## src/sis_pkg.sv

```systemverilog
`default_nettype none

package sis_pkg;

    localparam int DEPTH_DEFAULT = 32;
    localparam int VAL_W         = 64;
    localparam int OP_W          = 3;
    localparam int IDX_W         = 5;
    localparam int TOT_W         = 6;
    localparam int LIM_W         = 6;

    localparam logic [VAL_W-1:0] ALL_ONES = '1;

    typedef enum logic [OP_W-1:0] {
        OP_ADD      = 3'd0,
        OP_REMOVE   = 3'd1,
        OP_CONTAINS = 3'd2,
        OP_FORGOT   = 3'd3,
        OP_TRIM     = 3'd4,
        OP_READ_DSC = 3'd5,
        OP_READ_ASC = 3'd6,
        OP_CLEAR    = 3'd7
    } op_t;

    // what a cell does with its span
    typedef enum logic [2:0] {
        CELL_HOLD,
        CELL_LOAD,
        CELL_PREV,
        CELL_NEXT,
        CELL_SET_LOW,
        CELL_SET_HIGH
    } cell_cmd_t;

    typedef enum logic [3:0] {
        S_IDLE,
        S_START,
        S_ADD_PLACE,
        S_ADD_MERGE,
        S_EVICT,
        S_REM_SCAN,
        S_REM_SPLIT,
        S_TRIM,
        S_READ,
        S_FINISH
    } state_t;

    typedef struct packed {
        logic below;
        logic hit;
    } cell_flags_t;

    typedef struct packed {
        logic [OP_W-1:0]  opcode;
        logic [VAL_W-1:0] range_start;
        logic [VAL_W-1:0] range_end;
        logic [IDX_W-1:0] span_index;
    } cmd_item_t;

    typedef struct packed {
        logic             accepted;
        logic             found;
        logic [VAL_W-1:0] span_start;
        logic [VAL_W-1:0] span_end;
        logic [TOT_W-1:0] span_total;
        logic [VAL_W-1:0] lowest_value;
        logic [VAL_W-1:0] highest_value;
        logic             has_forgotten;
        logic [VAL_W-1:0] forgotten_upto;
    } rsp_item_t;

endpackage

`default_nettype wire

```

## src/sis_cell.sv

```systemverilog
`default_nettype none

module sis_cell (
    input  wire                        clk,
    input  sis_pkg::cell_cmd_t         cmd,
    input  wire [sis_pkg::VAL_W-1:0]   bus_low,
    input  wire [sis_pkg::VAL_W-1:0]   bus_high,
    input  wire [sis_pkg::VAL_W-1:0]   probe,
    input  wire [sis_pkg::VAL_W-1:0]   prev_low,
    input  wire [sis_pkg::VAL_W-1:0]   prev_high,
    input  wire [sis_pkg::VAL_W-1:0]   next_low,
    input  wire [sis_pkg::VAL_W-1:0]   next_high,
    output logic [sis_pkg::VAL_W-1:0]  low,
    output logic [sis_pkg::VAL_W-1:0]  high,
    output sis_pkg::cell_flags_t       flags
);

    logic [sis_pkg::VAL_W-1:0] low_reg;
    logic [sis_pkg::VAL_W-1:0] high_reg;

    // span storage, moved by the sequencer one place at a time
    always_ff @(posedge clk)
    begin
        case (cmd)
            sis_pkg::CELL_LOAD:
            begin
                low_reg  <= bus_low;
                high_reg <= bus_high;
            end
            sis_pkg::CELL_PREV:
            begin
                low_reg  <= prev_low;
                high_reg <= prev_high;
            end
            sis_pkg::CELL_NEXT:
            begin
                low_reg  <= next_low;
                high_reg <= next_high;
            end
            sis_pkg::CELL_SET_LOW:  low_reg  <= bus_low;
            sis_pkg::CELL_SET_HIGH: high_reg <= bus_high;
            default:
            begin
                low_reg  <= low_reg;
                high_reg <= high_reg;
            end
        endcase
    end

    assign low  = low_reg;
    assign high = high_reg;

    // span lies wholly below probe without touching it; probe inside span
    assign flags.below = (probe != '0) && (high_reg < (probe - 1'b1));
    assign flags.hit   = (probe >= low_reg) && (probe <= high_reg);

endmodule

`default_nettype wire

```

## config.mk

```make
export PLATFORM = sky130hd
export DESIGN_NAME = sis_cell
export DESIGN_NICKNAME = d
export VERILOG_FILES = /design/src/sis_pkg.sv /design/src/sis_cell.sv
export SDC_FILE = /design/constraint.sdc
export NUM_CORES = 1
export LEC_CHECK = 0
export BUFFER_PORTS_ARGS = -buffer_cell sky130_fd_sc_hd__buf_4
export CORE_AREA = 2 2 226 228
export DETAILED_ROUTE_END_ITERATION = 8
export DIE_AREA = 0 0 228 230
export PLACE_DENSITY = 0.58
export SLEW_MARGIN = 10
export SYNTH_ARGS = -nofsm -noshare
export SYNTH_HDL_FRONTEND = slang
export SYNTH_SLANG_ARGS = --single-unit
```

## constraint.sdc

```tcl
create_clock -name clk -period 5 [get_ports clk]
set_input_delay 0.5 -clock clk [delete_from_list [all_inputs] [get_ports clk]]
set_output_delay 0.5 -clock clk [all_outputs]
set_load 0.1 [all_outputs]
```

**Word-level counts from Yosys, hierarchy flattened**

Cells that the tools add are included.

- Add/sub/neg operators: 1
- Order comparisons: 3
- Equal/unequal tests: 5
- Mux-type cells: 2
- Reductions and logical operators: 7

Operators with widths:

| cell | number |
|---|---|
| $pmux 64 s3 | 2 |
| $ge 64x64->1 | 1 |
| $le 64x64->1 | 1 |
| $lt 64x64->1 | 1 |
| $reduce_bool 64->1 | 1 |
| $sub 64x1->64 const B | 1 |
| $eq 3x2->1 const B | 2 |
| $eq 3x3->1 const B | 2 |
| $reduce_bool 3->1 | 2 |
| $reduce_or 2->1 | 2 |
| $eq 3x1->1 const B | 1 |
| $logic_and 1x1->1 | 2 |

- Register bits: 128
- Input port bits: 452
- Output and inout bits: 130
- Logic and storage cells: 20

**Depth between registers and ports, before layout**

Gate-level depths: netlist (run 1).

- Word-level depth: 3
- Gate-level depth with buffers: 18
- Gate-level depth less buffers: 16

**Worst setup path after synthesis (run 1)**

No wires, ideal clock.

- Kind: in2out
- Start point: input probe[10] in the netlist's numbering
- End point: output flags[1] in the netlist's numbering
- Data arrival time: 5.727 ns
- Data required time: 4.500 ns
- Path slack: -1.227 ns
- Cell stages on the path: 16
- Buffers on the path: 2
- Cells stage by stage: or4_1 > nor3_2 > and4b_1 > buf_2 > nand2_2 > or2_1 > buf_2 > nor2_1 > xnor2_1 > ha_1 > or3_1 > o21ai_0 > a21oi_1 > a211oi_1 > o211ai_1 > a211oi_1

RTL lines:

| item | line | RTL |
|---|---|---|
| start, declared | sis_cell.sv:8 | `input wire [sis_pkg::VAL_W-1:0] probe,` |
| end, declared | sis_cell.sv:15 | `output sis_pkg::cell_flags_t flags` |

==> summary.txt, run 1 <==
Status
  • Status: complete, no violations

Timing
  • Slew Limit Headroom: 32.62%
  • Period Utilization, post-route: 96.62%
  • Unrepaired setup endpoints after global routing: true
  • Worst Max-Slew Pin Slew: 1.011 ns
  • Fin. Hold Viols: 0
  • Final Worst Setup Slack: 0.1692 ns
  • Setup TNS: 0 ns
  • Max Freq: 207.0 MHz
  • WHS: 0.2808 ns
  • Setup-failing EPs final: 0
  • Crit path time final: 4.831 ns
  • Slew Limit Fails: 0

Worst setup path
  • Data arrival, critical path: 4.33 ns
  • CP Launch Type: input port
  • Most used cell, CP: buf_4
  • Cell family with the largest share of critical-path delay: compound AO/OA/AOI/OAI gates
  • Crit Path Max Fanout: 4
  • CP Buf/Inv Count: 5
  • Slowest-stage cell, CP: a211oi_4
  • Worst Path Required: 4.50 ns
  • Crit Path Category: in -> out
  • CP endpoint kind: output port
  • Worst path max stage delay: 0.39 ns
  • Cells along the critical path: buf_4, or3_4, buf_4, nor4_1, buf_4, and4_1, buf_6, nand3_4, nor4_4, xnor2_1, ha_1, a21oi_2, o211ai_1, a211oi_2, o221ai_2, a211oi_2, o211ai_1, a211oi_4, buf_12

Global routing
  • Pin count of the biggest net entering global routing: 69
  • Initial antenna violation count: 1
  • GRT met2 Usage: 35.82%
  • Met1 Usage GRT: 23.32%
  • First-pass GRT wire length: 78580 um
  • GR Overflow Total: 0
  • GR Util All Layers: 20.15%
  • Number of global-route vias before repair: 13220
  • GR Util met3: 4.526%
  • Most Crowded Layer GR: met2

Clocking
  • CTS tree: done
  • Clock buffer count from CTS: 17
  • H-tree levels: 4
  • Clock Tree Root: clkbuf_16
  • Sink Count: 128
  • Maximum root-to-sink buffer count: 2
  • Hold-fix buffers, CTS: 0
  • Clk pin slew, worst setup/hold paths: 0.07 ns

Finish
  • Area Overhead vs Synth: 53.47%
  • Register area: 3844 sq um
  • Fin area: 18050 sq um
  • Share of cells above drive strength 1: 36.56%
  • Fillers: 5195
  • Multi-input gate area: 7480 sq um
  • Final nets: 2605

Detailed routing
  • Avg Vias per Cell: 4.774
  • Via count: 12630
  • Final wirelength: 53490 um
  • Initial DRC Count: 535
  • First-pass detailed-route iteration total: 5
  • Detail-routed net length per standard cell: 20.22 um
  • # DRC: 0
  • Antenna-violating nets left: 0

Logic synthesis
  • Cells after synthesis: 1352
  • Syn Std Cell Area: 11760 sq um
  • EDFF count, synth: 128
  • Register area share after synthesis: 32.68%
  • Area leader, netlist: edfxtp_1
  • Asr flop ratio synth: 0%
  • Synth warn: 0
  • Synth top area cells: edfxtp_1 33%, ha_1 21%, a21oi_1 5.5%
  • Avg Cell Area, Syn: 8.700 sq um
  • Main synth FF type: edfxtp_1
  • Synth cell types: 54
  • Post-synth top area share: 32.68%
  • Synthesized flop and latch total: 128
  • Post-Syn Nets: 1998

Pwr
  • Power Density: 302.5 nW/um^2
  • Worst VDD drop: 0.0002605 V
  • Final Power: 5.461 mW
  • Lkg Pwr: 8.596 nW

Placement
  • Setup WS pre-CTS: -0.2494 ns
  • Placement Cell Area: 17260 sq um
  • Port Buf Inserts: 581
  • Hpwl dp: 43980 um
  • RePlAce Congestion: 0.9118

Worst hold path
  • Hold Crit Class: in -> reg

Die
  • Core area: 49860 sq um
  • Die X: 228 um
  • Starting Density: 23.59%
  • # IOs: 582
  • Chip Height: 230 um
  • Row cnt: 82
  • Die ar.: 52440 sq um

Job
  • Max-Cap Viols: 0
-- cells in the mapped netlist (all sizes together) (3+ instances only) --
library cell and number:
a211oi 12, nand3 15, nor2b 9, o21ai 25
o22ai 65, o21a 5, xnor2 46, nor4 19
nand4 38, nor3 22, a22oi 65, nand2 169
and2 4, or3 7, o211ai 5, nand2b 5
o31ai 4, edfxtp 128, buf 14, xor2 16
nor2 112, or2 3, ha 194, and4 3
inv 134, a21oi 129, a21o 33, clkbuf 38
or4 7
-- what timing repair did --
| action | 4_1_cts | 5_1_grt |
|---|---|---|
| resized for setup | 15 | 34 |
| setup endpoints to repair | 1 | 1 |
| endpoints found under the hold margin | 0 | 0 |
| pin swaps | 6 | 23 |
| setup buffers | 0 | 4 |
-- metrics by stage --
stage               util [%]  std cells
global route           36.20       2645
CTS                    35.85       2640
floorplan                  -       1352
detailed placement     34.62       2609
finish                 36.20       2646
global placement       34.62       2609
-- kinds of logic after synthesis --
| family | after synthesis | share of synthesized area [%] |
|---|---|---|
| fa+ha+maj | 194 | 20.64 |
| compound gates | 359 | 19.13 |
| flops | 128 | 32.68 |
| simple gates | 423 | 16.98 |
| buf+inv | 186 | 5.967 |
| xor+xnor | 62 | 4.617 |
-- per-layer routing --
metal  routed length, um  up-vias  part of all wire [%]
met2               26900      461                    50
met3                2863       80                   5.4
met5                   0        -                     0
met4                1702        0                   3.2
met1               22030     5900                    41
li1                    -     6191                     -
-- path summary, 6_finish.rpt --
check         start  endpoint  slack, ns  cells after the start
max        probe[9]  flags[1]       0.17                     19
min    prev_low[41]   low[41]       0.28                      3
-- report_power, final --
part	leakage (nW)	internal, mW	switching (mW)	total [mW]
clock	0.261	0.677	0.537	1.21
combinational	7.08	0.818	1.89	2.71
sequential	1.25	1.38	0.156	1.54
total	8.60	2.88	2.59	5.46
-- layout by cell type, fill, tap and decap left out, types with 6 or more instances in the layout --
cell type | Yosys | routed
inv_1 | 134 | 134
o21ai_0 | 25 | 21
edfxtp_1 | 128 | 128
nor4_1 | 16 | 12
a21o_1 | 33 | 33
a22oi_1 | 65 | 65
xor2_1 | 16 | 16
nand3_1 | 15 | 14
a211oi_1 | 12 | 8
a21oi_2 | 0 | 6
nor2b_1 | 9 | 9
xnor2_1 | 46 | 45
o22ai_1 | 65 | 65
clkbuf_16 | 0 | 17
a21oi_1 | 129 | 122
nand2_1 | 168 | 166
buf_4 | 0 | 635
ha_1 | 194 | 194
nand4_1 | 38 | 38
nor3_1 | 21 | 17
nor2_1 | 112 | 107
-- final cells by class --
class / count / share of cell area, %
clock inverters: 14 / 0.6584
clock buffers: 18 / 2.377
diodes: 2 / 0.02772
repair buffers: 640 / 26.77
multi-input cells: 1038 / 41.43
inverters: 134 / 2.786
flip-flops and latches: 128 / 21.29
well taps: 672 / 4.658
Power figures use the tool's default switching activity.
==> inputs of run 2 (changes only) <==
Settings changed: PLACE_DENSITY 0.58 to unset.
==> summary.txt, run 2 (synthesis gave the netlist of run 1 again) <==
Timing
  • Period Utilization, post-route: 96.96%
  • Max Freq: 206.3 MHz
  • Unrepaired setup endpoints after global routing: true
  • Slew Limit Fails: 0
  • Worst Max-Slew Pin Slew: 1.114 ns
  • Slew Limit Headroom: 25.58%
  • Crit path time final: 4.848 ns
  • Setup-failing EPs final: 0
  • Fin. Hold Viols: 0
  • Final Worst Setup Slack: 0.1522 ns

Finish
  • Share of cells above drive strength 1: 36.75%
  • Most frequent cells in the layout: 641 x buf_4, 194 x ha_1, 167 x nand2_1, 134 x inv_1, 128 x edfxtp_1
  • Most common cell after layout, fill and taps aside: buf_4
  • Fin cells: 2652
  • Final nets: 2611
  • Area Overhead vs Synth: 53.93%

Die
  • Row cnt: 82
  • # IOs: 582
  • Die ar.: 52440 sq um
  • Chip Height: 230 um
  • Starting Density: 23.59%
  • Die X: 228 um
  • Core area: 49860 sq um

Detailed routing
  • Met1 wire length: 22090 um
  • Initial DRC Count: 675
  • Avg Vias per Cell: 4.824
  • # DRC: 0
  • Final wirelength: 53170 um
  • Met2 WL: 26470 um
  • Antenna-violating nets left: 0
  • Detail-routed net length per standard cell: 20.05 um
  • Highest routed layer: met4
  • Via count: 12790
  • Metal3 WL: 3197 um
  • First-pass detailed-route iteration total: 5

Clocking
  • Sink Count: 128
  • CTS tree: done
  • Maximum root-to-sink buffer count: 2
  • Clock buffer count from CTS: 17
  • Clock Tree Root: clkbuf_16
  • Hold-fix buffers, CTS: 0
  • H-tree levels: 4
  • Post-CTS Setup Inserts: 0
  • Clk pin slew, worst setup/hold paths: 0.07 ns

Job
  • Max-Cap Viols: 0

Global routing
  • Pin count of the biggest net entering global routing: 70
  • GR Util All Layers: 19.90%
  • Number of global-route vias before repair: 13380
  • Initial antenna violation count: 1
  • First-pass GRT wire length: 78090 um
  • GR Overflow Total: 0

Placement
  • Hpwl dp: 44350 um
  • RePlAce Congestion: 0.9374
  • Placed cell count: 2618
  • Setup WS pre-CTS: -0.2220 ns
  • Port Buf Inserts: 581

Worst setup path
  • CP Launch Type: input port
  • Crit Path Category: in -> out
  • CP endpoint kind: output port
  • Setup crit start: probe[1]
  • Worst Path Required: 4.50 ns
  • Crit Path Max Fanout: 4
  • Data arrival, critical path: 4.35 ns

Status
  • Status: complete, no violations

Worst hold path
  • Hold path depth: 3
  • Hold Crit Class: in -> reg
  • HP Start: prev_low[42]
  • WHS Endpoint: low[42]

Pwr
  • Worst VDD drop: 0.0002544 V
  • Lkg Pwr: 8.622 nW
  • Power Density: 302.8 nW/um^2
==> run 2: cell type report <==
cell class	count	area, sq um
Multi-Input combinational cell	1038	7472
Inverter	134	503.0
Clock inverter	14	135.1
Tap cell	672	840.8
Clock buffer	18	429.2
Fill cell	5190	31760
Timing Repair Buffer	646	4877
Sequential cell	128	3844
Antenna cell	2	5.005
==> run 2: per-stage QoR <==
step                TNS (ns)  util (%)  power, mW  hold WS [ns]  area, sq um
global route        -0.07994     36.31      5.775        0.2451        18100
CTS                        0     36.00      5.532        0.2433        17950
detailed placement   -0.2220     34.75      4.261        0.7715        17330
global placement     -0.1597     34.75      4.214        0.7734        17330
floorplan                  0         -      3.302        0.6817        11780
finish                     0     36.31      5.482        0.2787        18110
==> run 2: worst max-delay path by stage <==
stage,end,cells past startpoint,slack [ns]
6_report,flags[1],19,0.15
3_3_place_gp,flags[1],20,-0.16
4_1_cts,flags[1],20,0.02
2_1_floorplan,flags[1],16,0.09
3_5_place_dp,flags[1],20,-0.22
5_1_grt,flags[1],20,-0.08
==> run 2: power breakdown <==
part / switching (mW) / internal [mW] / leakage, nW
Clock: 0.546 / 0.687 / 0.269
Sequential: 0.157 / 1.38 / 1.25
Combinational: 1.89 / 0.824 / 7.10
Total: 2.59 / 2.89 / 8.62
==> run 2: repair_timing <==
action,CTS,global route
gates resized for setup,11,33
pin swaps,1,8
setup endpoints to repair,1,1
==> run 2: worst max-delay path: stages <==
cell and delay (ns):
buf_6 0.09, or4_4 0.56, nor4_4 0.26, buf_4 0.16
and4_1 0.20, buf_6 0.13, nand4_1 0.20, nor4_2 0.25
xnor2_1 0.15, ha_1 0.26, o21a_1 0.12, a211oi_2 0.24
o221ai_2 0.15, a211oi_2 0.15, buf_4 0.14, o211ai_1 0.08
buf_4 0.16, a211oi_4 0.30, buf_12 0.21
==> run 2: layer usage <==
| layer | vias up | track usage [%] |
|---|---|---|
| li1 | 6194 | - |
| met1 | 6054 | 23.28 |
| met2 | 481 | 35.17 |
| met3 | 63 | 5.382 |
| met4 | 0 | 6.495 |
| met5 | - | 0 |
==> inputs of run 3 (changes only) <==
Settings changed: GPL_TIMING_DRIVEN set to 0.
==> summary.txt, run 3 (synthesis gave the netlist of run 1 again) <==
Status
  • Status: finished with violations
  • Failing checks: setup timing

Detailed routing
  • Via count: 12810
  • First-pass detailed-route iteration total: 5
  • Avg Vias per Cell: 4.818
  • Final wirelength: 56290 um
  • Initial DRC Count: 676
  • Detail-routed net length per standard cell: 21.18 um
  • Antenna-violating nets left: 0
  • # DRC: 0

Timing
  • Crit path time final: 5.166 ns
  • Slew Limit Headroom: 16.29%
  • Max Freq: 193.6 MHz
  • Worst Max-Slew Pin Slew: 1.256 ns
  • Slew Limit Fails: 0
  • Setup-failing EPs final: 1
  • Setup TNS: -0.1663 ns
  • Unrepaired setup endpoints after global routing: true
  • Final Worst Setup Slack: -0.1663 ns
  • Period Utilization, post-route: 103.3%
  • Fin. Hold Viols: 0

Die
  • Core area: 49860 sq um
  • Chip Height: 230 um
  • Row cnt: 82
  • Starting Density: 23.59%
  • Die X: 228 um
  • # IOs: 582
  • Die ar.: 52440 sq um

Finish
  • Area Overhead vs Synth: 53.36%
  • Fin cells: 2658
  • Fillers: 5221
  • Share of cells above drive strength 1: 34.41%
  • Most common cell after layout, fill and taps aside: buf_4
  • Final nets: 2618
  • Most frequent cells in the layout: 591 x buf_4, 194 x ha_1, 167 x nand2_1, 134 x inv_1, 128 x edfxtp_1

Pwr
  • Sequential share of power: 27.6%
  • Final Power: 5.518 mW
  • Internal power: 2.923 mW
  • Sw frac: 47.04%
  • Switching pwr: 2.596 mW
  • Comb pwr share: 49.4%
  • Lkg Pwr: 8.505 nW
  • Power share of the clock group: 23.0%
  • Worst VDD drop: 0.0002745 V
  • Power Density: 305.9 nW/um^2

Clocking
  • Sink Count: 128
  • Clock buffer count from CTS: 17
  • Maximum root-to-sink buffer count: 2
  • Clk pin slew, worst setup/hold paths: 0.07 ns
  • CTS tree: done
  • Clock Tree Root: clkbuf_16
  • Hold-fix buffers, CTS: 0
  • H-tree levels: 4

Worst setup path
  • Worst Path Required: 4.50 ns
  • CP Buf/Inv Count: 3
  • CP Launch Type: input port
  • Cell family with the largest share of critical-path delay: simple AND/OR/NAND/NOR gates
  • Cells along the critical path: buf_4, or4_4, nor4_4, buf_4, and4_4, nand2_1, or2_4, nor3_2, xnor2_1, ha_1, or3_1, o21ai_2, a21oi_2, a211oi_4, o211ai_1, a211oi_4, buf_12
  • Slowest-stage cell, CP: or4_4
  • Data arrival, critical path: 4.67 ns
  • CP endpoint kind: output port
  • Worst path max stage delay: 0.55 ns
  • Crit Path Category: in -> out
  • Crit Path Max Fanout: 5

Placement
  • Placed cell count: 2613
  • Setup WS pre-CTS: -1.411 ns
  • Hpwl dp: 47720 um
  • Port Buf Inserts: 579
  • RePlAce Congestion: 0.9507

Global routing
  • Initial antenna violation count: 5
  • Number of global-route vias before repair: 13360
  • Pin count of the biggest net entering global routing: 35
  • GR Util All Layers: 21.11%
  • First-pass GRT wire length: 81430 um
  • GR Overflow Total: 0

Job
  • Max-Cap Viols: 0

Worst hold path
  • Hold path depth: 3
  • WHS Endpoint: low[63]
  • Hold Crit Class: in -> reg
  • HP Start: prev_low[63]
==> run 3: layout make-up <==
| type | count | area, sq um | area share [%] |
|---|---|---|---|
| Buffer | 51 | 209.0 | 1.158 |
| Tap cell | 672 | 840.8 | 4.661 |
| Timing Repair Buffer | 602 | 4593 | 25.46 |
| Multi-Input combinational cell | 1038 | 7476 | 41.44 |
| Inverter | 134 | 503.0 | 2.788 |
| Antenna cell | 1 | 2.502 | 0.01387 |
| Clock inverter | 14 | 141.4 | 0.7838 |
| Sequential cell | 128 | 3844 | 21.31 |
| Clock buffer | 18 | 429.2 | 2.379 |
==> run 3: per-stage QoR <==
stage | utilization (%) | hold WS, ns | cell area (sq um)
6_report | 36.18 | 0.2547 | 18040
5_1_grt | 36.18 | 0.2508 | 18040
4_1_cts | 35.98 | 0.2291 | 17940
3_5_place_dp | 34.34 | 0.7706 | 17130
3_3_place_gp | 34.02 | 0.7728 | 16960
2_1_floorplan | - | 0.6817 | 11780
==> run 3: power groups by stage <==
| stage | clock [mW] | combinational [mW] | sequential (mW) |
|---|---|---|---|
| floorplan | 0 | 0.730 | 2.57 |
| global placement | 0 | 2.65 | 1.56 |
| detailed placement | 0 | 2.70 | 1.55 |
| CTS | 1.31 | 2.74 | 1.53 |
| global route | 1.35 | 2.92 | 1.54 |
| finish | 1.27 | 2.73 | 1.52 |
==> run 3: layer usage <==
layer  track usage, %  part of all wire, %
met1            24.12                   39
met2            37.42                   50
met3            5.977                  7.4
met4            7.700                  2.7
met5                0                0.071
==> run 3: worst max-delay path by stage <==
stage / cells past startpoint / startpoint / slack (ns) / to
finish: 17 / probe[1] / -0.17 / flags[1]
global placement: 4 / cmd[1] / -3.24 / low[28]
CTS: 18 / probe[10] / -0.21 / flags[1]
global route: 18 / probe[18] / -0.35 / flags[1]
detailed placement: 16 / probe[1] / -1.41 / flags[1]
floorplan: 16 / probe[10] / 0.09 / flags[1]
==> run 3: timing repair <==
item / CTS / global route
buffers inserted: 8 / 5
gates resized for setup: 40 / 13
setup endpoints to repair: 1 / 1
pin swaps: 10 / 9
endpoints found under the hold margin: 0 / 0
